`src/sv/aesbc_pkg.sv`:
```
// ============================================================================
// AES block cipher package
// Shared tables, constants, types and round functions for the AES core.
// ============================================================================
package aesbc_pkg;

   localparam logic [2:0] REG_KEY_WORD_0 = 3'd0;
   localparam logic [2:0] REG_KEY_WORD_1 = 3'd1;
   localparam logic [2:0] REG_KEY_WORD_2 = 3'd2;
   localparam logic [2:0] REG_KEY_WORD_3 = 3'd3;
   localparam logic [2:0] REG_IV_HIGH    = 3'd4;
   localparam logic [2:0] REG_IV_LOW     = 3'd5;
   localparam logic [2:0] REG_KEY_LENGTH = 3'd6;
   localparam logic [2:0] REG_CHAINING   = 3'd7;

   localparam logic [1:0] KEY_LEN_128 = 2'd0;
   localparam logic [1:0] KEY_LEN_192 = 2'd1;

   localparam logic OP_ENCRYPT = 1'b0;
   localparam logic OP_DECRYPT = 1'b1;

   localparam logic [7:0] RCON_FIRST = 8'h01;
   localparam logic [7:0] GF_POLY    = 8'h1B;

   typedef struct packed {
      logic load;
      logic add_key;
      logic round;
      logic skip_mix;
      logic finish;
   } ctrl_cmd_type;

   localparam logic [7:0] SBOX [256] = '{
      8'h63,8'h7c,8'h77,8'h7b,8'hf2,8'h6b,8'h6f,8'hc5,8'h30,8'h01,8'h67,8'h2b,8'hfe,8'hd7,8'hab,8'h76,
      8'hca,8'h82,8'hc9,8'h7d,8'hfa,8'h59,8'h47,8'hf0,8'had,8'hd4,8'ha2,8'haf,8'h9c,8'ha4,8'h72,8'hc0,
      8'hb7,8'hfd,8'h93,8'h26,8'h36,8'h3f,8'hf7,8'hcc,8'h34,8'ha5,8'he5,8'hf1,8'h71,8'hd8,8'h31,8'h15,
      8'h04,8'hc7,8'h23,8'hc3,8'h18,8'h96,8'h05,8'h9a,8'h07,8'h12,8'h80,8'he2,8'heb,8'h27,8'hb2,8'h75,
      8'h09,8'h83,8'h2c,8'h1a,8'h1b,8'h6e,8'h5a,8'ha0,8'h52,8'h3b,8'hd6,8'hb3,8'h29,8'he3,8'h2f,8'h84,
      8'h53,8'hd1,8'h00,8'hed,8'h20,8'hfc,8'hb1,8'h5b,8'h6a,8'hcb,8'hbe,8'h39,8'h4a,8'h4c,8'h58,8'hcf,
      8'hd0,8'hef,8'haa,8'hfb,8'h43,8'h4d,8'h33,8'h85,8'h45,8'hf9,8'h02,8'h7f,8'h50,8'h3c,8'h9f,8'ha8,
      8'h51,8'ha3,8'h40,8'h8f,8'h92,8'h9d,8'h38,8'hf5,8'hbc,8'hb6,8'hda,8'h21,8'h10,8'hff,8'hf3,8'hd2,
      8'hcd,8'h0c,8'h13,8'hec,8'h5f,8'h97,8'h44,8'h17,8'hc4,8'ha7,8'h7e,8'h3d,8'h64,8'h5d,8'h19,8'h73,
      8'h60,8'h81,8'h4f,8'hdc,8'h22,8'h2a,8'h90,8'h88,8'h46,8'hee,8'hb8,8'h14,8'hde,8'h5e,8'h0b,8'hdb,
      8'he0,8'h32,8'h3a,8'h0a,8'h49,8'h06,8'h24,8'h5c,8'hc2,8'hd3,8'hac,8'h62,8'h91,8'h95,8'he4,8'h79,
      8'he7,8'hc8,8'h37,8'h6d,8'h8d,8'hd5,8'h4e,8'ha9,8'h6c,8'h56,8'hf4,8'hea,8'h65,8'h7a,8'hae,8'h08,
      8'hba,8'h78,8'h25,8'h2e,8'h1c,8'ha6,8'hb4,8'hc6,8'he8,8'hdd,8'h74,8'h1f,8'h4b,8'hbd,8'h8b,8'h8a,
      8'h70,8'h3e,8'hb5,8'h66,8'h48,8'h03,8'hf6,8'h0e,8'h61,8'h35,8'h57,8'hb9,8'h86,8'hc1,8'h1d,8'h9e,
      8'he1,8'hf8,8'h98,8'h11,8'h69,8'hd9,8'h8e,8'h94,8'h9b,8'h1e,8'h87,8'he9,8'hce,8'h55,8'h28,8'hdf,
      8'h8c,8'ha1,8'h89,8'h0d,8'hbf,8'he6,8'h42,8'h68,8'h41,8'h99,8'h2d,8'h0f,8'hb0,8'h54,8'hbb,8'h16
   };

   localparam logic [7:0] INV_SBOX [256] = '{
      8'h52,8'h09,8'h6a,8'hd5,8'h30,8'h36,8'ha5,8'h38,8'hbf,8'h40,8'ha3,8'h9e,8'h81,8'hf3,8'hd7,8'hfb,
      8'h7c,8'he3,8'h39,8'h82,8'h9b,8'h2f,8'hff,8'h87,8'h34,8'h8e,8'h43,8'h44,8'hc4,8'hde,8'he9,8'hcb,
      8'h54,8'h7b,8'h94,8'h32,8'ha6,8'hc2,8'h23,8'h3d,8'hee,8'h4c,8'h95,8'h0b,8'h42,8'hfa,8'hc3,8'h4e,
      8'h08,8'h2e,8'ha1,8'h66,8'h28,8'hd9,8'h24,8'hb2,8'h76,8'h5b,8'ha2,8'h49,8'h6d,8'h8b,8'hd1,8'h25,
      8'h72,8'hf8,8'hf6,8'h64,8'h86,8'h68,8'h98,8'h16,8'hd4,8'ha4,8'h5c,8'hcc,8'h5d,8'h65,8'hb6,8'h92,
      8'h6c,8'h70,8'h48,8'h50,8'hfd,8'hed,8'hb9,8'hda,8'h5e,8'h15,8'h46,8'h57,8'ha7,8'h8d,8'h9d,8'h84,
      8'h90,8'hd8,8'hab,8'h00,8'h8c,8'hbc,8'hd3,8'h0a,8'hf7,8'he4,8'h58,8'h05,8'hb8,8'hb3,8'h45,8'h06,
      8'hd0,8'h2c,8'h1e,8'h8f,8'hca,8'h3f,8'h0f,8'h02,8'hc1,8'haf,8'hbd,8'h03,8'h01,8'h13,8'h8a,8'h6b,
      8'h3a,8'h91,8'h11,8'h41,8'h4f,8'h67,8'hdc,8'hea,8'h97,8'hf2,8'hcf,8'hce,8'hf0,8'hb4,8'he6,8'h73,
      8'h96,8'hac,8'h74,8'h22,8'he7,8'had,8'h35,8'h85,8'he2,8'hf9,8'h37,8'he8,8'h1c,8'h75,8'hdf,8'h6e,
      8'h47,8'hf1,8'h1a,8'h71,8'h1d,8'h29,8'hc5,8'h89,8'h6f,8'hb7,8'h62,8'h0e,8'haa,8'h18,8'hbe,8'h1b,
      8'hfc,8'h56,8'h3e,8'h4b,8'hc6,8'hd2,8'h79,8'h20,8'h9a,8'hdb,8'hc0,8'hfe,8'h78,8'hcd,8'h5a,8'hf4,
      8'h1f,8'hdd,8'ha8,8'h33,8'h88,8'h07,8'hc7,8'h31,8'hb1,8'h12,8'h10,8'h59,8'h27,8'h80,8'hec,8'h5f,
      8'h60,8'h51,8'h7f,8'ha9,8'h19,8'hb5,8'h4a,8'h0d,8'h2d,8'he5,8'h7a,8'h9f,8'h93,8'hc9,8'h9c,8'hef,
      8'ha0,8'he0,8'h3b,8'h4d,8'hae,8'h2a,8'hf5,8'hb0,8'hc8,8'heb,8'hbb,8'h3c,8'h83,8'h53,8'h99,8'h61,
      8'h17,8'h2b,8'h04,8'h7e,8'hba,8'h77,8'hd6,8'h26,8'he1,8'h69,8'h14,8'h63,8'h55,8'h21,8'h0c,8'h7d
   };

   function automatic logic [7:0] xtime(input logic [7:0] a);
      xtime = {a[6:0], 1'b0} ^ (a[7] ? GF_POLY : 8'h00);
   endfunction

   function automatic logic [127:0] enc_round(input logic [127:0] s, input logic [127:0] rk,
                                              input logic skip_mix);
      logic [7:0] b [16];
      logic [7:0] t [16];
      logic [7:0] a0, a1, a2, a3;
      logic [127:0] o;
      for (int k = 0; k < 16; k++) b[k] = s[127 - 8 * k -: 8];
      for (int c = 0; c < 4; c++)
         for (int k = 0; k < 4; k++) t[k + 4 * c] = SBOX[b[k + 4 * ((c + k) & 3)]];
      if (!skip_mix) begin
         for (int c = 0; c < 4; c++) begin
            a0 = t[4 * c];
            a1 = t[4 * c + 1];
            a2 = t[4 * c + 2];
            a3 = t[4 * c + 3];
            t[4 * c]     = xtime(a0) ^ xtime(a1) ^ a1 ^ a2 ^ a3;
            t[4 * c + 1] = a0 ^ xtime(a1) ^ xtime(a2) ^ a2 ^ a3;
            t[4 * c + 2] = a0 ^ a1 ^ xtime(a2) ^ xtime(a3) ^ a3;
            t[4 * c + 3] = xtime(a0) ^ a0 ^ a1 ^ a2 ^ xtime(a3);
         end
      end
      for (int k = 0; k < 16; k++) o[127 - 8 * k -: 8] = t[k];
      enc_round = o ^ rk;
   endfunction

   function automatic logic [31:0] inv_mix_col(input logic [31:0] col);
      logic [7:0] a [4];
      logic [7:0] m2 [4];
      logic [7:0] m4 [4];
      logic [7:0] m8 [4];
      logic [7:0] m9 [4];
      logic [7:0] mb [4];
      logic [7:0] md [4];
      logic [7:0] me [4];
      for (int j = 0; j < 4; j++) begin
         a[j]  = col[31 - 8 * j -: 8];
         m2[j] = xtime(a[j]);
         m4[j] = xtime(m2[j]);
         m8[j] = xtime(m4[j]);
         m9[j] = m8[j] ^ a[j];
         mb[j] = m8[j] ^ m2[j] ^ a[j];
         md[j] = m8[j] ^ m4[j] ^ a[j];
         me[j] = m8[j] ^ m4[j] ^ m2[j];
      end
      inv_mix_col = {me[0] ^ mb[1] ^ md[2] ^ m9[3],
                     m9[0] ^ me[1] ^ mb[2] ^ md[3],
                     md[0] ^ m9[1] ^ me[2] ^ mb[3],
                     mb[0] ^ md[1] ^ m9[2] ^ me[3]};
   endfunction

   function automatic logic [127:0] dec_round(input logic [127:0] s, input logic [127:0] rk,
                                              input logic skip_mix);
      logic [127:0] m;
      logic [7:0] b [16];
      logic [7:0] t [16];
      logic [127:0] o;
      m = s;
      if (!skip_mix) begin
         for (int c = 0; c < 4; c++) m[127 - 32 * c -: 32] = inv_mix_col(s[127 - 32 * c -: 32]);
      end
      for (int k = 0; k < 16; k++) b[k] = m[127 - 8 * k -: 8];
      for (int c = 0; c < 4; c++)
         for (int k = 0; k < 4; k++) t[k + 4 * ((c + k) & 3)] = b[k + 4 * c];
      for (int k = 0; k < 16; k++) o[127 - 8 * k -: 8] = INV_SBOX[t[k]];
      dec_round = o ^ rk;
   endfunction

endpackage

```
`src/sv/aesbc_ctrl.sv`:
```
// ============================================================================
// AES controller
// Sequences one block: accept, initial key addition, rounds and hand-off.
// ============================================================================
module aesbc_ctrl #(
   parameter int MAX_ROUND_KEYS = 15,
   localparam int KIDX_W = $clog2(MAX_ROUND_KEYS)
) (
   input  logic                    clock,
   input  logic                    reset,
   input  logic                    req_tvalid,
   output logic                    req_tready,
   input  logic                    opcode,
   output logic                    rsp_tvalid,
   input  logic                    rsp_tready,
   input  logic                    ks_busy,
   input  logic [KIDX_W-1:0]       num_rounds,
   output logic [KIDX_W-1:0]       key_addr,
   output aesbc_pkg::ctrl_cmd_type cmd
);

   localparam logic [1:0] ST_IDLE  = 2'd0;
   localparam logic [1:0] ST_INIT  = 2'd1;
   localparam logic [1:0] ST_ROUND = 2'd2;
   localparam logic [1:0] ST_OUT   = 2'd3;

   logic [1:0]        state_ff, state_in;
   logic [KIDX_W-1:0] cnt_ff, cnt_in;
   logic [KIDX_W-1:0] kaddr_ff, kaddr_in, kaddr_step;
   logic              dec_ff, dec_in;
   logic              accept, last;

   always_comb begin
      accept = state_ff == ST_IDLE && req_tvalid && !ks_busy;
      last   = cnt_ff == num_rounds - KIDX_W'(1);
      if (dec_ff) begin
         kaddr_step = (kaddr_ff != '0) ? kaddr_ff - KIDX_W'(1) : kaddr_ff;
      end else begin
         kaddr_step = (kaddr_ff < KIDX_W'(MAX_ROUND_KEYS - 1)) ? kaddr_ff + KIDX_W'(1) : kaddr_ff;
      end
      key_addr = kaddr_ff;
      if (state_ff == ST_IDLE) key_addr = opcode ? num_rounds : '0;

      cmd          = '0;
      cmd.load     = accept;
      cmd.add_key  = state_ff == ST_INIT;
      cmd.round    = state_ff == ST_ROUND;
      cmd.skip_mix = dec_ff ? (cnt_ff == '0) : last;
      cmd.finish   = state_ff == ST_ROUND && last;

      state_in = state_ff;
      cnt_in   = cnt_ff;
      kaddr_in = kaddr_ff;
      dec_in   = dec_ff;
      unique case (state_ff)
         ST_IDLE: begin
            if (accept) begin
               state_in = ST_INIT;
               cnt_in   = '0;
               dec_in   = opcode;
               kaddr_in = opcode ? num_rounds - KIDX_W'(1) : KIDX_W'(1);
            end
         end
         ST_INIT: begin
            state_in = ST_ROUND;
            kaddr_in = kaddr_step;
         end
         ST_ROUND: begin
            cnt_in   = cnt_ff + KIDX_W'(1);
            kaddr_in = kaddr_step;
            if (last) state_in = ST_OUT;
         end
         ST_OUT: begin
            if (rsp_tready) state_in = ST_IDLE;
         end
         default: state_in = ST_IDLE;
      endcase
   end

   always_ff @(posedge clock) begin
      if (reset) begin
         state_ff <= ST_IDLE;
         cnt_ff   <= '0;
         kaddr_ff <= '0;
         dec_ff   <= 1'b0;
      end else begin
         state_ff <= state_in;
         cnt_ff   <= cnt_in;
         kaddr_ff <= kaddr_in;
         dec_ff   <= dec_in;
      end
   end

   assign req_tready = state_ff == ST_IDLE && !ks_busy;
   assign rsp_tvalid = state_ff == ST_OUT;

   a_accept_init: assert property (@(posedge clock) disable iff (reset)
      accept |=> state_ff == ST_INIT) else $error("accepted block did not start");
   a_busy_stall: assert property (@(posedge clock) disable iff (reset)
      ks_busy |-> !req_tready) else $error("request taken during key expansion");
   a_last_out: assert property (@(posedge clock) disable iff (reset)
      cmd.finish |=> rsp_tvalid) else $error("result not presented after last round");
   a_round_count: assert property (@(posedge clock) disable iff (reset)
      state_ff == ST_ROUND |-> cnt_ff < num_rounds) else $error("round count overrun");

endmodule

```
`config.mk`:
```
export PLATFORM = sky130hd
export DESIGN_NAME = aesbc_ctrl
export DESIGN_NICKNAME = d
export VERILOG_FILES = /design/src/sv/aesbc_pkg.sv /design/src/sv/aesbc_ctrl.sv
export SDC_FILE = /design/constraint.sdc
export NUM_CORES = 1
export LEC_CHECK = 0
export ABC_AREA = 0
export BUFFER_PORTS_ARGS = -buffer_cell sky130_fd_sc_hd__buf_4
export CAP_MARGIN = 25
export CORE_UTILIZATION = 45
export CTS_BUF_LIST = sky130_fd_sc_hd__clkbuf_8
export CTS_CLUSTER_DIAMETER = 150
export DETAILED_ROUTE_END_ITERATION = 12
export PLACE_DENSITY = 0.72
export SKIP_CTS_REPAIR_TIMING = 1
export SLEW_MARGIN = 20
export SYNTH_ARGS = -nofsm -noshare
export SYNTH_HDL_FRONTEND = slang
export SYNTH_SLANG_ARGS = --single-unit
export TNS_END_PERCENT = 5
```
`constraint.sdc`:
```
create_clock -name clock -period 4.8 [get_ports clock]
set_clock_uncertainty 0.05 [all_clocks]
set_input_delay 0.72 -clock clock [delete_from_list [all_inputs] [get_ports clock]]
set_output_delay 0.72 -clock clock [all_outputs]
set_load 0.05 [all_outputs]
```
Yosys cells after proc, flatten, opt, wreduce, memory -nomap -nowiden
Cells that the tools add are included.

Add/subtract/negate cells: 4. Order comparisons: 1. Eq/ne operators: 9. Multiplexer cells: 15. Reduce and logical (&&, ||, !) cells: 15.

Operator list (number): $mux W4 (8); $pmux W4 S2 (2); $add A4 B1 Y4 const B (2); $pmux W2 S4 (1); $sub A4 B1 Y4 const B (2); $mux W2 (3); $eq A2 B2 Y1 const B (2); $eq A4 B4 Y1 (1); $logic_and A1 B1 Y1 (4); $logic_not A4 Y1 (1); $lt A4 B4 Y1 const B (1); $ne A2 B1 Y1 const B (2); $reduce_and A2 Y1 (2); $reduce_and A4 Y1 (1); $reduce_bool A2 Y1 (2); $reduce_bool A4 Y1 (1); $ne A3 B1 Y1 const B (1); $ne A3 B2 Y1 const B (1); $reduce_and A3 Y1 (1); $eq A2 B1 Y1 const B (1); $logic_not A2 Y1 (1); $ne A2 B2 Y1 const B (1); $reduce_or A2 Y1 (1); $logic_not A1 Y1 (1); $mux W1 (1).

Flip-flop bits (word level): 11. Input port bits: 10. Output and inout port bits: 11. Word-level logic and storage cells: 48.

Depth between registers and ports, before layout
Depth after elaboration: 5. Mapped depth: 8. Mapped depth without buffers: 7.

Least setup slack after synthesis
Ideal clock, no wire load.

Path type: input port to output port. Start: in num_rounds[0]. End: out cmd[1] (netlist bit). Arrival time: 2533 ps. Data required time: 4030 ps. Setup slack: 1497 ps. Cell stages on the path: 6. Buffers on the path: 0. Cell sequence: inv_1 ha_1 xnor2_2 xor2_1 nand4_2 o21ai_0.

RTL lines: start: declaration (line aesbc_ctrl.sv:17) `input logic [KIDX_W-1:0] num_rounds,`; end: declaration (line aesbc_ctrl.sv:19) `output aesbc_pkg::ctrl_cmd_type cmd`.

==> metrics.md <==
| Metric | Value |
|---|---|
| Syn_area_per_cell | `8.012 sq um` |
| MaxCap Viol Count | `0` |
| GPL Wtd Cong | `slightly above 0.8` |
| Iter 0 DRT Violations | `19` |
| GRT Total Usage | `roughly 20%` |
| Crit path time final | `around 2800 ps` |
| Total grt overflow | `0` |
| Tightest Hold Check Type | `flop to flop` |
| CTS Buffer Depth | `2` |
| Status | `complete, no violations` |
| Sinks on Clock Net | `11` |
| Ports | `21` |
| Pwr/cell area | `just under 600 nW/um^2` |
| Antenna violations before repair | `0` |
| Crit Path Class | `primary input to output pin` |
| Ratio of cells with drive above 1 in the final layout | `between 20% and 30%` |
| GR Util met1 | `between 20% and 30%` |
| Via/cell ratio | `5.313` |
| Clk_lat worst skew | `between 200 and 250 ps` |
| WL per Instance | `approximately 13 microns` |
| Most frequent cells in the layout | `buf_4 (20), inv_1 (17), dfxtp_1 (11)` |
| Clk root buf | `clkbuf_8` |
| Die area | `roughly 2300 sq um` |
| Cells after Synth | `between 100 and 150` |
| Vias | `between 800 and 900` |
| CTS buffer count | `3` |
| Core Rows | `16` |
| # nets final | `161` |
| Wirelength, routed | `2127 microns` |
| Diode count | `0` |
| Fillers | `188` |
| CP Max Fanout | `5` |
| Max IR drop VDD | `0.4792 mV` |
| Final period util | `~58%` |
| Register bit count reported by yosys | `11` |
| Max-slew violations | `0` |
| Met2 GRT Util | `between 30% and 40%` |
| Setup crit end kind | `output pin` |
| # H-tree levels | `1` |
| Clk slew on worst S/H paths | `approximately 50 ps` |
| DRC viols | `0` |
| Core area | `1982 sq um` |
| Count of final setup violators | `0` |
| Initial Util | `approximately 48%` |
| WP data required | `around 4000 ps` |
| Die Wd | `around 48 microns` |
| Largest net degree at the start of global routing | `14` |
| HPWL after DPL | `between 1500 and 2000 microns` |
| Slew @ Worst Pin | `a little over 500 ps` |
| Pre-antenna DRT Iters | `4` |
| Die H | `between 40 and 50 microns` |
| ANT nets after route | `0` |
| Grt met3 use | `3.774%` |
| Top Usage Layer GRT | `met2` |
| Global-route wire length before repair | `3167 microns` |
| Port bufs | `20` |
| Leak | `approximately 0.00052 uW` |
| Vias in the first global route | `740` |
| Syn_nets | `140` |
| Post-synth cell types | `33` |
| Fin. Hold Viols | `0` |
| WP data arrival | `~2000 ps` |
| Worst slew margin | `65.46%` |
| RSZ-0062 raised after global routing | `no` |
| Commonest non-fill, non-tap cell in the layout | `buf_4` |
| Total number of yosys warnings | `0` |
| Worst hold margin | `~470 ps` |
| Nature of the critical path startpoint | `primary input` |
| Post-synthesis sequential area ratio | `between 20% and 30%` |
| Area Growth Syn to Fin | `21.65%` |
| Synthesized area | `~950 sq um` |
| TritonCTS clock tree | `yes` |
| Max Clk Rate | `between 300 and 400 MHz` |
| Setup tns final | `0 ps` |
[per-layer routing]
metal / part of all wire [%] / vias to the layer above
li1: - / 452
met3: 5.2 / 6
met4: 1.9 / 0
met1: 47 / 398
met5: 0 / -
met2: 46 / 26
[logic make-up after synthesis]
group / Yosys count / synth area share, %
xor+xnor: 10 / 9.974
buf+inv: 20 / 8.662
flops: 11 / 23.10
fa+ha+maj: 11 / 15.22
compound gates: 33 / 23.36
simple gates: 34 / 19.69
[registers in the layout, summed over array words and instances, names as in the netlist]
| register | count |
|---|---|
| kaddr_ff | 4 |
| dec_ff | 1 |
| state_ff | 2 |
| cnt_ff | 4 |
[cell usage after synthesis]
| library cell | instances | area, sq um |
|---|---|---|
| nand4_2 | 1 | 12.51 |
| o21a_1 | 1 | 7.510 |
| dfxtp_1 | 11 | 220.2 |
| o31ai_2 | 1 | 12.51 |
| a31o_1 | 1 | 8.760 |
| nor3b_1 | 1 | 7.510 |
| a21o_2 | 1 | 8.760 |
| nor2_1 | 10 | 37.54 |
| a21o_1 | 1 | 7.510 |
| inv_1 | 16 | 60.06 |
| fa_1 | 1 | 20.02 |
| nor2b_1 | 2 | 12.51 |
| xor2_1 | 5 | 43.79 |
| a21oi_1 | 10 | 50.05 |
| or3_1 | 1 | 6.260 |
| a2111oi_2 | 1 | 15.01 |
| ha_1 | 10 | 125.1 |
| and2_1 | 2 | 12.51 |
| buf_4 | 2 | 15.01 |
| nor3_2 | 2 | 20.02 |
| clkbuf_1 | 2 | 7.510 |
| a211oi_1 | 4 | 30.03 |
| nand2_1 | 4 | 15.01 |
| nand3_1 | 7 | 35.03 |
| a211oi_2 | 1 | 12.51 |
| or4b_2 | 1 | 10.01 |
| o21ai_0 | 10 | 50.05 |
| xnor2_1 | 4 | 35.03 |
| nor3_1 | 2 | 10.01 |
| xnor2_2 | 1 | 16.27 |
| o221a_2 | 1 | 11.26 |
| nand4b_1 | 1 | 8.760 |
| a32oi_1 | 1 | 8.760 |
[power by group]
group	internal, uW	total, uW	switching [uW]
Combinational	152	456	304
Sequential	114	140	25.9
Clock	56.2	92.1	35.9
Total	323	688	366
[worst max-delay path: stages]
cell and delay [ps]:
buf_4 110, inv_1 40, ha_1 210, xnor2_2 180, xor2_1 190, nand4_2 150
o21ai_0 170, buf_4 220
[stage by stage]
step / power (uW) / std cells / utilization [%] / worst slack (ps) / instance area [sq um]
2_1_floorplan: 492.1 / 119 / - / 1497 / 953.4
3_3_place_gp: 586.1 / 162 / 56.25 / 2039 / 1115
3_5_place_dp: 593.0 / 162 / 56.25 / 2030 / 1115
4_1_cts: 688.8 / 166 / 58.52 / 2026 / 1160
5_1_grt: 738.8 / 166 / 58.52 / 1929 / 1160
6_report: 688.3 / 166 / 58.52 / 2027 / 1160
[path summary, 6_finish.rpt]
check | depth (start not counted) | start | end | slack, ps
setup / recovery | 8 | num_rounds[0] | cmd[1] | 2030
hold / removal | 2 | cnt_ff[3] | cnt_ff[3] | 470
setup reg to reg | 6 | state_ff[0] | state_ff[0] | 2850
hold reg to reg | 2 | cnt_ff[3] | cnt_ff[3] | 470
[layout make-up]
| type | instances | area (sq um) | share of cell area [%] |
|---|---|---|---|
| Timing Repair Buffer | 20 | 150.1 | 12.95 |
| Clock inverter | 1 | 3.754 | 0.3236 |
| Clock buffer | 3 | 41.29 | 3.560 |
| Multi-Input combinational cell | 88 | 650.6 | 56.10 |
| Sequential cell | 11 | 220.2 | 18.99 |
| Tap cell | 27 | 33.78 | 2.913 |
| Inverter | 16 | 60.06 | 5.178 |
Note: power is estimated with default switching activity, not from simulation.
