`src/sv/aesbc_pkg.sv`:
```
// ============================================================================
// AES block cipher package
// Shared tables, constants, types and round functions for the AES core.
// ============================================================================
package aesbc_pkg;

   localparam logic [2:0] REG_KEY_WORD_0 = 3'd0;
   localparam logic [2:0] REG_KEY_WORD_1 = 3'd1;
   localparam logic [2:0] REG_KEY_WORD_2 = 3'd2;
   localparam logic [2:0] REG_KEY_WORD_3 = 3'd3;
   localparam logic [2:0] REG_IV_HIGH    = 3'd4;
   localparam logic [2:0] REG_IV_LOW     = 3'd5;
   localparam logic [2:0] REG_KEY_LENGTH = 3'd6;
   localparam logic [2:0] REG_CHAINING   = 3'd7;

   localparam logic [1:0] KEY_LEN_128 = 2'd0;
   localparam logic [1:0] KEY_LEN_192 = 2'd1;

   localparam logic OP_ENCRYPT = 1'b0;
   localparam logic OP_DECRYPT = 1'b1;

   localparam logic [7:0] RCON_FIRST = 8'h01;
   localparam logic [7:0] GF_POLY    = 8'h1B;

   typedef struct packed {
      logic load;
      logic add_key;
      logic round;
      logic skip_mix;
      logic finish;
   } ctrl_cmd_type;

   localparam logic [7:0] SBOX [256] = '{
      8'h63,8'h7c,8'h77,8'h7b,8'hf2,8'h6b,8'h6f,8'hc5,8'h30,8'h01,8'h67,8'h2b,8'hfe,8'hd7,8'hab,8'h76,
      8'hca,8'h82,8'hc9,8'h7d,8'hfa,8'h59,8'h47,8'hf0,8'had,8'hd4,8'ha2,8'haf,8'h9c,8'ha4,8'h72,8'hc0,
      8'hb7,8'hfd,8'h93,8'h26,8'h36,8'h3f,8'hf7,8'hcc,8'h34,8'ha5,8'he5,8'hf1,8'h71,8'hd8,8'h31,8'h15,
      8'h04,8'hc7,8'h23,8'hc3,8'h18,8'h96,8'h05,8'h9a,8'h07,8'h12,8'h80,8'he2,8'heb,8'h27,8'hb2,8'h75,
      8'h09,8'h83,8'h2c,8'h1a,8'h1b,8'h6e,8'h5a,8'ha0,8'h52,8'h3b,8'hd6,8'hb3,8'h29,8'he3,8'h2f,8'h84,
      8'h53,8'hd1,8'h00,8'hed,8'h20,8'hfc,8'hb1,8'h5b,8'h6a,8'hcb,8'hbe,8'h39,8'h4a,8'h4c,8'h58,8'hcf,
      8'hd0,8'hef,8'haa,8'hfb,8'h43,8'h4d,8'h33,8'h85,8'h45,8'hf9,8'h02,8'h7f,8'h50,8'h3c,8'h9f,8'ha8,
      8'h51,8'ha3,8'h40,8'h8f,8'h92,8'h9d,8'h38,8'hf5,8'hbc,8'hb6,8'hda,8'h21,8'h10,8'hff,8'hf3,8'hd2,
      8'hcd,8'h0c,8'h13,8'hec,8'h5f,8'h97,8'h44,8'h17,8'hc4,8'ha7,8'h7e,8'h3d,8'h64,8'h5d,8'h19,8'h73,
      8'h60,8'h81,8'h4f,8'hdc,8'h22,8'h2a,8'h90,8'h88,8'h46,8'hee,8'hb8,8'h14,8'hde,8'h5e,8'h0b,8'hdb,
      8'he0,8'h32,8'h3a,8'h0a,8'h49,8'h06,8'h24,8'h5c,8'hc2,8'hd3,8'hac,8'h62,8'h91,8'h95,8'he4,8'h79,
      8'he7,8'hc8,8'h37,8'h6d,8'h8d,8'hd5,8'h4e,8'ha9,8'h6c,8'h56,8'hf4,8'hea,8'h65,8'h7a,8'hae,8'h08,
      8'hba,8'h78,8'h25,8'h2e,8'h1c,8'ha6,8'hb4,8'hc6,8'he8,8'hdd,8'h74,8'h1f,8'h4b,8'hbd,8'h8b,8'h8a,
      8'h70,8'h3e,8'hb5,8'h66,8'h48,8'h03,8'hf6,8'h0e,8'h61,8'h35,8'h57,8'hb9,8'h86,8'hc1,8'h1d,8'h9e,
      8'he1,8'hf8,8'h98,8'h11,8'h69,8'hd9,8'h8e,8'h94,8'h9b,8'h1e,8'h87,8'he9,8'hce,8'h55,8'h28,8'hdf,
      8'h8c,8'ha1,8'h89,8'h0d,8'hbf,8'he6,8'h42,8'h68,8'h41,8'h99,8'h2d,8'h0f,8'hb0,8'h54,8'hbb,8'h16
   };

   localparam logic [7:0] INV_SBOX [256] = '{
      8'h52,8'h09,8'h6a,8'hd5,8'h30,8'h36,8'ha5,8'h38,8'hbf,8'h40,8'ha3,8'h9e,8'h81,8'hf3,8'hd7,8'hfb,
      8'h7c,8'he3,8'h39,8'h82,8'h9b,8'h2f,8'hff,8'h87,8'h34,8'h8e,8'h43,8'h44,8'hc4,8'hde,8'he9,8'hcb,
      8'h54,8'h7b,8'h94,8'h32,8'ha6,8'hc2,8'h23,8'h3d,8'hee,8'h4c,8'h95,8'h0b,8'h42,8'hfa,8'hc3,8'h4e,
      8'h08,8'h2e,8'ha1,8'h66,8'h28,8'hd9,8'h24,8'hb2,8'h76,8'h5b,8'ha2,8'h49,8'h6d,8'h8b,8'hd1,8'h25,
      8'h72,8'hf8,8'hf6,8'h64,8'h86,8'h68,8'h98,8'h16,8'hd4,8'ha4,8'h5c,8'hcc,8'h5d,8'h65,8'hb6,8'h92,
      8'h6c,8'h70,8'h48,8'h50,8'hfd,8'hed,8'hb9,8'hda,8'h5e,8'h15,8'h46,8'h57,8'ha7,8'h8d,8'h9d,8'h84,
      8'h90,8'hd8,8'hab,8'h00,8'h8c,8'hbc,8'hd3,8'h0a,8'hf7,8'he4,8'h58,8'h05,8'hb8,8'hb3,8'h45,8'h06,
      8'hd0,8'h2c,8'h1e,8'h8f,8'hca,8'h3f,8'h0f,8'h02,8'hc1,8'haf,8'hbd,8'h03,8'h01,8'h13,8'h8a,8'h6b,
      8'h3a,8'h91,8'h11,8'h41,8'h4f,8'h67,8'hdc,8'hea,8'h97,8'hf2,8'hcf,8'hce,8'hf0,8'hb4,8'he6,8'h73,
      8'h96,8'hac,8'h74,8'h22,8'he7,8'had,8'h35,8'h85,8'he2,8'hf9,8'h37,8'he8,8'h1c,8'h75,8'hdf,8'h6e,
      8'h47,8'hf1,8'h1a,8'h71,8'h1d,8'h29,8'hc5,8'h89,8'h6f,8'hb7,8'h62,8'h0e,8'haa,8'h18,8'hbe,8'h1b,
      8'hfc,8'h56,8'h3e,8'h4b,8'hc6,8'hd2,8'h79,8'h20,8'h9a,8'hdb,8'hc0,8'hfe,8'h78,8'hcd,8'h5a,8'hf4,
      8'h1f,8'hdd,8'ha8,8'h33,8'h88,8'h07,8'hc7,8'h31,8'hb1,8'h12,8'h10,8'h59,8'h27,8'h80,8'hec,8'h5f,
      8'h60,8'h51,8'h7f,8'ha9,8'h19,8'hb5,8'h4a,8'h0d,8'h2d,8'he5,8'h7a,8'h9f,8'h93,8'hc9,8'h9c,8'hef,
      8'ha0,8'he0,8'h3b,8'h4d,8'hae,8'h2a,8'hf5,8'hb0,8'hc8,8'heb,8'hbb,8'h3c,8'h83,8'h53,8'h99,8'h61,
      8'h17,8'h2b,8'h04,8'h7e,8'hba,8'h77,8'hd6,8'h26,8'he1,8'h69,8'h14,8'h63,8'h55,8'h21,8'h0c,8'h7d
   };

   function automatic logic [7:0] xtime(input logic [7:0] a);
      xtime = {a[6:0], 1'b0} ^ (a[7] ? GF_POLY : 8'h00);
   endfunction

   function automatic logic [127:0] enc_round(input logic [127:0] s, input logic [127:0] rk,
                                              input logic skip_mix);
      logic [7:0] b [16];
      logic [7:0] t [16];
      logic [7:0] a0, a1, a2, a3;
      logic [127:0] o;
      for (int k = 0; k < 16; k++) b[k] = s[127 - 8 * k -: 8];
      for (int c = 0; c < 4; c++)
         for (int k = 0; k < 4; k++) t[k + 4 * c] = SBOX[b[k + 4 * ((c + k) & 3)]];
      if (!skip_mix) begin
         for (int c = 0; c < 4; c++) begin
            a0 = t[4 * c];
            a1 = t[4 * c + 1];
            a2 = t[4 * c + 2];
            a3 = t[4 * c + 3];
            t[4 * c]     = xtime(a0) ^ xtime(a1) ^ a1 ^ a2 ^ a3;
            t[4 * c + 1] = a0 ^ xtime(a1) ^ xtime(a2) ^ a2 ^ a3;
            t[4 * c + 2] = a0 ^ a1 ^ xtime(a2) ^ xtime(a3) ^ a3;
            t[4 * c + 3] = xtime(a0) ^ a0 ^ a1 ^ a2 ^ xtime(a3);
         end
      end
      for (int k = 0; k < 16; k++) o[127 - 8 * k -: 8] = t[k];
      enc_round = o ^ rk;
   endfunction

   function automatic logic [31:0] inv_mix_col(input logic [31:0] col);
      logic [7:0] a [4];
      logic [7:0] m2 [4];
      logic [7:0] m4 [4];
      logic [7:0] m8 [4];
      logic [7:0] m9 [4];
      logic [7:0] mb [4];
      logic [7:0] md [4];
      logic [7:0] me [4];
      for (int j = 0; j < 4; j++) begin
         a[j]  = col[31 - 8 * j -: 8];
         m2[j] = xtime(a[j]);
         m4[j] = xtime(m2[j]);
         m8[j] = xtime(m4[j]);
         m9[j] = m8[j] ^ a[j];
         mb[j] = m8[j] ^ m2[j] ^ a[j];
         md[j] = m8[j] ^ m4[j] ^ a[j];
         me[j] = m8[j] ^ m4[j] ^ m2[j];
      end
      inv_mix_col = {me[0] ^ mb[1] ^ md[2] ^ m9[3],
                     m9[0] ^ me[1] ^ mb[2] ^ md[3],
                     md[0] ^ m9[1] ^ me[2] ^ mb[3],
                     mb[0] ^ md[1] ^ m9[2] ^ me[3]};
   endfunction

   function automatic logic [127:0] dec_round(input logic [127:0] s, input logic [127:0] rk,
                                              input logic skip_mix);
      logic [127:0] m;
      logic [7:0] b [16];
      logic [7:0] t [16];
      logic [127:0] o;
      m = s;
      if (!skip_mix) begin
         for (int c = 0; c < 4; c++) m[127 - 32 * c -: 32] = inv_mix_col(s[127 - 32 * c -: 32]);
      end
      for (int k = 0; k < 16; k++) b[k] = m[127 - 8 * k -: 8];
      for (int c = 0; c < 4; c++)
         for (int k = 0; k < 4; k++) t[k + 4 * ((c + k) & 3)] = b[k + 4 * c];
      for (int k = 0; k < 16; k++) o[127 - 8 * k -: 8] = INV_SBOX[t[k]];
      dec_round = o ^ rk;
   endfunction

endpackage

```
`src/sv/aesbc_key_sched.sv`:
```
// ============================================================================
// AES key schedule
// Expands the key one 32-bit word per cycle into the round key memory and
// serves one registered round key read per cycle.
// ============================================================================
module aesbc_key_sched #(
   parameter int MAX_ROUND_KEYS = 15,
   localparam int KIDX_W = $clog2(MAX_ROUND_KEYS),
   localparam int WIDX_W = KIDX_W + 2
) (
   input  logic              clock,
   input  logic              reset,
   input  logic              start,
   input  logic [255:0]      key,
   input  logic [1:0]        key_length,
   input  logic [KIDX_W-1:0] num_rounds,
   input  logic [KIDX_W-1:0] rd_addr,
   output logic [127:0]      rd_data,
   output logic              busy
);

   logic [127:0]      rk_mem [MAX_ROUND_KEYS];
   logic [127:0]      rd_data_ff;
   logic              busy_ff, busy_in;
   logic [WIDX_W-1:0] idx_ff, idx_in;
   logic [2:0]        col_ff, col_in;
   logic [7:0]        rc_ff, rc_in;
   logic [31:0]       win_ff [8];
   logic [31:0]       key_w [8];
   logic [3:0]        nk;
   logic [WIDX_W-1:0] total_last;
   logic [31:0]       tmp, new_word;
   logic              from_key;

   always_comb begin
      for (int j = 0; j < 8; j++) key_w[j] = key[255 - 32 * j -: 32];
      unique case (key_length)
         aesbc_pkg::KEY_LEN_128: nk = 4'd4;
         aesbc_pkg::KEY_LEN_192: nk = 4'd6;
         default:                nk = 4'd8;
      endcase
      total_last = {num_rounds + KIDX_W'(1), 2'b00} - WIDX_W'(1);
      from_key = idx_ff < WIDX_W'(nk);
      tmp = win_ff[0];
      if (col_ff == 3'd0) begin
         tmp = {aesbc_pkg::SBOX[win_ff[0][23:16]], aesbc_pkg::SBOX[win_ff[0][15:8]],
                aesbc_pkg::SBOX[win_ff[0][7:0]], aesbc_pkg::SBOX[win_ff[0][31:24]]}
               ^ {rc_ff, 24'h0};
      end else if (nk == 4'd8 && col_ff == 3'd4) begin
         tmp = {aesbc_pkg::SBOX[win_ff[0][31:24]], aesbc_pkg::SBOX[win_ff[0][23:16]],
                aesbc_pkg::SBOX[win_ff[0][15:8]], aesbc_pkg::SBOX[win_ff[0][7:0]]};
      end
      new_word = from_key ? key_w[idx_ff[2:0]] : (win_ff[3'(nk - 4'd1)] ^ tmp);

      busy_in = busy_ff;
      idx_in  = idx_ff;
      col_in  = col_ff;
      rc_in   = rc_ff;
      if (start) begin
         busy_in = 1'b1;
         idx_in  = '0;
         col_in  = '0;
         rc_in   = aesbc_pkg::RCON_FIRST;
      end else if (busy_ff) begin
         idx_in = idx_ff + WIDX_W'(1);
         col_in = (col_ff == 3'(nk - 4'd1)) ? 3'd0 : col_ff + 3'd1;
         if (!from_key && col_ff == 3'd0) rc_in = aesbc_pkg::xtime(rc_ff);
         if (idx_ff == total_last) busy_in = 1'b0;
      end
   end

   always_ff @(posedge clock) begin
      if (reset) begin
         busy_ff <= 1'b1;
         idx_ff  <= '0;
         col_ff  <= '0;
         rc_ff   <= aesbc_pkg::RCON_FIRST;
      end else begin
         busy_ff <= busy_in;
         idx_ff  <= idx_in;
         col_ff  <= col_in;
         rc_ff   <= rc_in;
      end
   end

   always_ff @(posedge clock) begin
      if (busy_ff && !start) begin
         rk_mem[idx_ff[WIDX_W-1:2]][{~idx_ff[1:0], 5'b0} +: 32] <= new_word;
         win_ff[0] <= new_word;
         for (int j = 1; j < 8; j++) win_ff[j] <= win_ff[j-1];
      end
      rd_data_ff <= rk_mem[rd_addr];
   end

   assign rd_data = rd_data_ff;
   assign busy    = busy_ff;

endmodule

```
`config.mk`:
```
export PLATFORM = sky130hd
export DESIGN_NAME = aesbc_key_sched
export DESIGN_NICKNAME = d
export VERILOG_FILES = /design/src/sv/aesbc_pkg.sv /design/src/sv/aesbc_key_sched.sv
export SDC_FILE = /design/constraint.sdc
export NUM_CORES = 2
export LEC_CHECK = 0
export ABC_AREA = 1
export BUFFER_PORTS_ARGS = -buffer_cell sky130_fd_sc_hd__buf_2
export CAP_MARGIN = 15
export CORE_MARGIN = 8
export CORE_UTILIZATION = 60
export CTS_BUF_LIST = sky130_fd_sc_hd__clkbuf_8
export DETAILED_ROUTE_END_ITERATION = 10
export HOLD_SLACK_MARGIN = 0.15
export PLACE_DENSITY_LB_ADDON = 0.15
export SLEW_MARGIN = 20
export SYNTH_ARGS = -nofsm -noshare
export SYNTH_HDL_FRONTEND = slang
export SYNTH_SLANG_ARGS = --single-unit
```
`constraint.sdc`:
```
create_clock -name clock -period 25.8 [get_ports clock]
set_clock_uncertainty 0.1 [all_clocks]
set_input_delay 1.29 -clock clock [delete_from_list [all_inputs] [get_ports clock]]
set_output_delay 1.29 -clock clock [all_outputs]
set_load 0.05 [all_outputs]
```
# Word level (Yosys, flattened, before mapping)
# Memory sizes are Yosys's and may differ from the RTL's. A register that Yosys moved wholly into a read port is not among the register bits.
# Index checks and enable logic that the tools add are counted.
[classes]
add_sub_neg = 6
order_cmp = 6
eq_ne = 5
n_shift = 2
n_mux = 22
n_bitwise = 9
n_reduce_logical = 9
[ops]
columns = ["cell", "n"]
rows = [
  ["2-to-1 mux 32 bit", 5],
  ["2-to-1 mux 128 bit", 1],
  ["variable shift 32 x 9 -> 128 bit (first input constant)", 1],
  ["variable part select 32 x 9 -> 128 bit", 1],
  ["binary-select mux 32 bit (select 3 bit)", 1],
  ["2-to-1 mux 8 bit", 8],
  ["XOR 32 bit", 2],
  ["greater-or-equal comparator 9 bit (second input constant)", 4],
  ["NOT 8 -> 9 bit", 4],
  ["negator 7 -> 9 bit", 1],
  ["case mux 4 bit (2 select lines)", 1],
  ["XOR 8 x 5 -> 8 bit", 1],
  ["adder 6 x 1 -> 6 bit (second input constant)", 1],
  ["== test 6 bit", 1],
  ["less-than comparator 6 x 4 -> 1 bit", 1],
  ["subtractor 6 x 1 -> 6 bit (second input constant)", 1],
  ["2-to-1 mux 5 bit", 1],
  ["adder 4 x 1 -> 4 bit (second input constant)", 1],
  ["== test 4 bit (second input constant)", 1],
  ["greater-or-equal comparator 4 bit (second input constant)", 1],
  ["2-to-1 mux 1 bit", 4],
  ["NOT 3 -> 4 bit", 1],
  ["adder 3 x 1 -> 3 bit (second input constant)", 1],
  ["== test 3 bit", 1],
  ["other kinds (11)", 14],
]
[word_totals]
reg_bits = 18
ramBits = 2176
mem_bits_ro = 8192
inputBits = 269
output_inout_bits = 129
mem_count = 6
[memory_table]
columns = ["name", "depth", "word_bits", "read_ports", "rd_ports_with_merged_regs", "write_ports", "line", "source"]
rows = [
  ["(no name shown)", 256, 8, 1, 0, 0, "aesbc_key_sched.sv:51", "aesbc_pkg::SBOX[win_ff[0][15:8]], aesbc_pkg::SBOX[win_ff[0][7:0]]};"],
  ["(no name shown)", 256, 8, 1, 0, 0, "aesbc_key_sched.sv:51", ""],
  ["(no name shown)", 256, 8, 1, 0, 0, "aesbc_key_sched.sv:50", "tmp = {aesbc_pkg::SBOX[win_ff[0][31:24]], aesbc_pkg::SBOX[win_ff[0][23:16]],"],
  ["(no name shown)", 256, 8, 1, 0, 0, "aesbc_key_sched.sv:50", ""],
  ["rk_mem", 15, 128, 1, 1, 1, "aesbc_key_sched.sv:22", "logic [127:0] rk_mem [MAX_ROUND_KEYS];"],
  ["win_ff", 8, 32, 8, 0, 8, "aesbc_key_sched.sv:28", "logic [31:0] win_ff [8];"],
]

# Longest topological paths before layout
[depth]
word_depth = 9
ltp_mapped = 21
depth_no_buf = 20

# Worst setup path before layout
# No wires, ideal clock.
[synth_timing]
path_kind = "input -> register"
startpoint = "input port start"
endpoint = "memory rk_mem[14][0] (enable)"
setup_time_ps = 421
arrival_time_ps = 15552
slack_ps = 9727
cell_stages = 3
path_buffers = 0
cell_sequence = "nor2_1 > nand2_1 > nor2_1"
[synth_between]
elab_chain_cells = 4
[synth_lines]
columns = ["item", "line", "source"]
rows = [
  ["start: declaration", "aesbc_key_sched.sv:13", "input logic start,"],
  ["zero test 1 bit", "aesbc_key_sched.sv:87", "if (busy_ff && !start) begin"],
  ["logical AND 1 bit", "aesbc_key_sched.sv:87", ""],
  ["2-to-1 mux 1 bit", "aesbc_key_sched.sv:87", ""],
  ["2-to-1 mux 128 bit (not written as such)", "aesbc_key_sched.sv:88", "rk_mem[idx_ff[WIDX_W-1:2]][{~idx_ff[1:0], 5'b0} +: 32] <= new_word;"],
  ["end: declaration", "aesbc_key_sched.sv:22", ""],
]
# Every way passes these cells.

==> reports/qor.txt <==
I/O pin count - 398
port buffer count - 397
clk buf depth - 4
critical path peak fanout - 18
Final Cycle Share - 21.8%
Clock Tree Root - clkbuf_8
core region area - 169000 sq um
cts bufs inserted - 372
Slew headroom - 13.2%
LEAKAGE - 41.1 nW
Final Hold Fails - 0
post-CTS sizing - 0
die area - 183000 sq um
# fillers - 12800
drt first pass iters - 7
antenna-violating nets left - 0
total negative slack - 0 ps
Required @ worst endpoint - 26420 ps
first-pass GRT wire length - 506000 um
PD cells - 74.1 nW/um^2
P&R area growth vs syn - 10.8%
Max VDD drop - 0.0634 mV
Synth Cell Area - 102000 sq um
RSZ-0062 raised after global routing - false
largest family of logic cells by synthesized area - simple AND/OR/NAND/NOR gates
Final GP Congestion - 1.02
post-CTS setup buffer count - 0
total power - 0.00836 W
crit end category - flop
drt initial violations - 12400
grt total ovfl - 0
busiest grt layer - met2
H-Tree Level Count - 5
sequential share of the synthesized area - 67.0%
antenna violations before repair - 27
GR Util met3 - 9.04%
Synth async-reset ratio - 0%
Worst-Margin Slew - 1300 ps
DIE HEIGHT - 428 um
CP Launch Type - flop
clock slew at reported path FFs - 70 ps
Synth Area in Simple Gates - 15.9%
yosys warns - 0
Synth Area in Adders - 0.860%
row count - 151
# nets final - 10100
min-delay worst type - reg2reg
Tot GR Track Use - 36.8%
starting density of the core - 60.3%
cells after synthesis - 9463
commonest non-fill, non-tap cells in the layout - edfxtp_1 (2176), nand2_1 (1651), nor2_1 (1066), o21ai_0 (1010), nand3_1 (986)
fin. max-slew vios - 0
Die W - 428 um
HPWL after DPL - 208000 um
R2R setup slack - 20170 ps
crit path kind - reg2reg
final setup fails - 0
post-DR vias/cell - 6.58
Remaining DRCs - 0
Tmin final - 5630 ps
vias in the first global route - 75900
largest net degree at the start of global routing - 242
placed instance area - 106000 sq um
WP data arrival - 6250 ps
FF+latch count, synth - 2322
DR WL/cell - 28.7 um
ratio of cells with drive above 1 in the final layout - 11.6%
global routing usage on met2 - 55.8%
number of flops mapped to enable cells by yosys - 2176
vias post-DR - 80700
XOR/XNOR share of the synthesized area - 0.0688%
design area - 113000 sq um
Top FF cell, synth - edfxtp_1
worst-skew pair later-pin latency - 1060 ps
GR Util met1 - 49.4%
CTS tree - done
status - finished, final reports clean
Avg Cell Area, Syn - 10.8 sq um
Synthesized Nets - 9802
CTS sink count - 2322
synth unique cells - 44
Hold-fix buffers, CTS - 0
Fmax - 178 MHz
mux cell area share after synthesis - 0%
overall routed net length - 352000 um
Max Cap Viol - 0
post-synthesis compound-gate area fraction - 12.5%
most common cell after layout, fill and taps aside - edfxtp_1
[state kept, by name, summed over array words and instances, names as in the netlist]
register and cells:
rk_mem 1920, idx_ff 6, win_ff 256, busy 1, col_ff 3, rc_ff 8
rd_data 128
[cells in the mapped netlist, drive strengths merged, types with 8 or more instances]
cell | count | area share, %
nand4 | 51 | 0.31
inv | 247 | 0.91
a22oi | 30 | 0.22
dfxtp | 146 | 2.9
nand3 | 986 | 4.8
o221ai | 98 | 0.84
ha | 70 | 0.86
a31oi | 28 | 0.17
o21a | 14 | 0.10
a32oi | 22 | 0.19
nand2 | 1659 | 6.1
edfxtp | 2176 | 64
a21oi | 521 | 2.6
a2bb2oi | 25 | 0.21
nand3b | 8 | 0.059
nor3 | 39 | 0.19
clkinv | 9 | 0.033
buf | 198 | 0.92
nor2 | 1134 | 4.2
a221oi | 35 | 0.30
clkbuf | 483 | 1.8
a221o | 39 | 0.38
o211ai | 104 | 0.77
o22ai | 270 | 1.7
o21ai | 1021 | 5.0
and2 | 27 | 0.17
[cell families after synthesis]
kind of cell	after synthesis
XOR/XNOR	8
buffers and inverters	937
adder cells (fa/ha/maj)	70
AND/OR/NAND/NOR	3907
flip-flops	2322
AO/OA/AOI/OAI	2219
[final cells by class]
cell class	instances	area, sq um	share of cell area (%)
Antenna cell	29	72.6	0.0643
Sequential cell	2322	68300	60.5
Timing Repair Buffer	582	3520	3.12
Clock buffer	415	5710	5.06
Inverter	256	991	0.878
Multi-Input combinational cell	6204	30500	27.0
Clock inverter	246	1090	0.966
Tap cell	2218	2780	2.46
[critical path, cell delays in order, from the launching register on]
cell      delay (ps)
edfxtp_1         330
buf_4            270
inv_1            270
ha_1             310
nor2_1           660
o21ai_0          340
nand3_1          140
nand3_1           70
nand3_1          150
nand3_1          170
nand2_1          250
nand2_1          250
nand2_1          160
nand2_1           60
nand3_1          120
nand4_1          670
nor2_1           940
[metrics by stage]
step,setup slack [ps],std cells,hold slack [ps],utilization (%)
global placement,20100,11600,301,62.7
global route,20020,12300,304,66.8
detailed placement,20040,11600,305,62.7
CTS,20460,12200,296,66.7
floorplan,9730,9463,300,-
finish,20170,12300,285,66.8
[path summary, 6_finish.rpt]
path | startpoint | endpoint | depth (start not counted)
worst max-delay path | win_ff[0][25] | rk_mem[5][38] | 16
worst min-delay path | win_ff[4][16] | win_ff[5][16] | 0
worst min register to register | win_ff[4][16] | win_ff[5][16] | 0
worst max register to register | win_ff[0][25] | rk_mem[5][38] | 16
[routing by layer]
metal  share of wire (%)  vias to the layer above
li1                    -                    34900
met1                  37                    38800
met2                  45                     5951
met3                  12                     1000
met4                 5.8                       10
met5               0.019                        -
[power breakdown]
| group | leakage (nW) | internal [W] | switching [W] |
|---|---|---|---|
| Sequential | 21.1 | 0.00420 | 0.0000383 |
| Clock | 4.01 | 0.00150 | 0.00142 |
| Combinational | 15.9 | 0.000282 | 0.000932 |
| Total | 41.1 | 0.00598 | 0.00239 |
No activity file was read; power rests on OpenSTA's default activity.
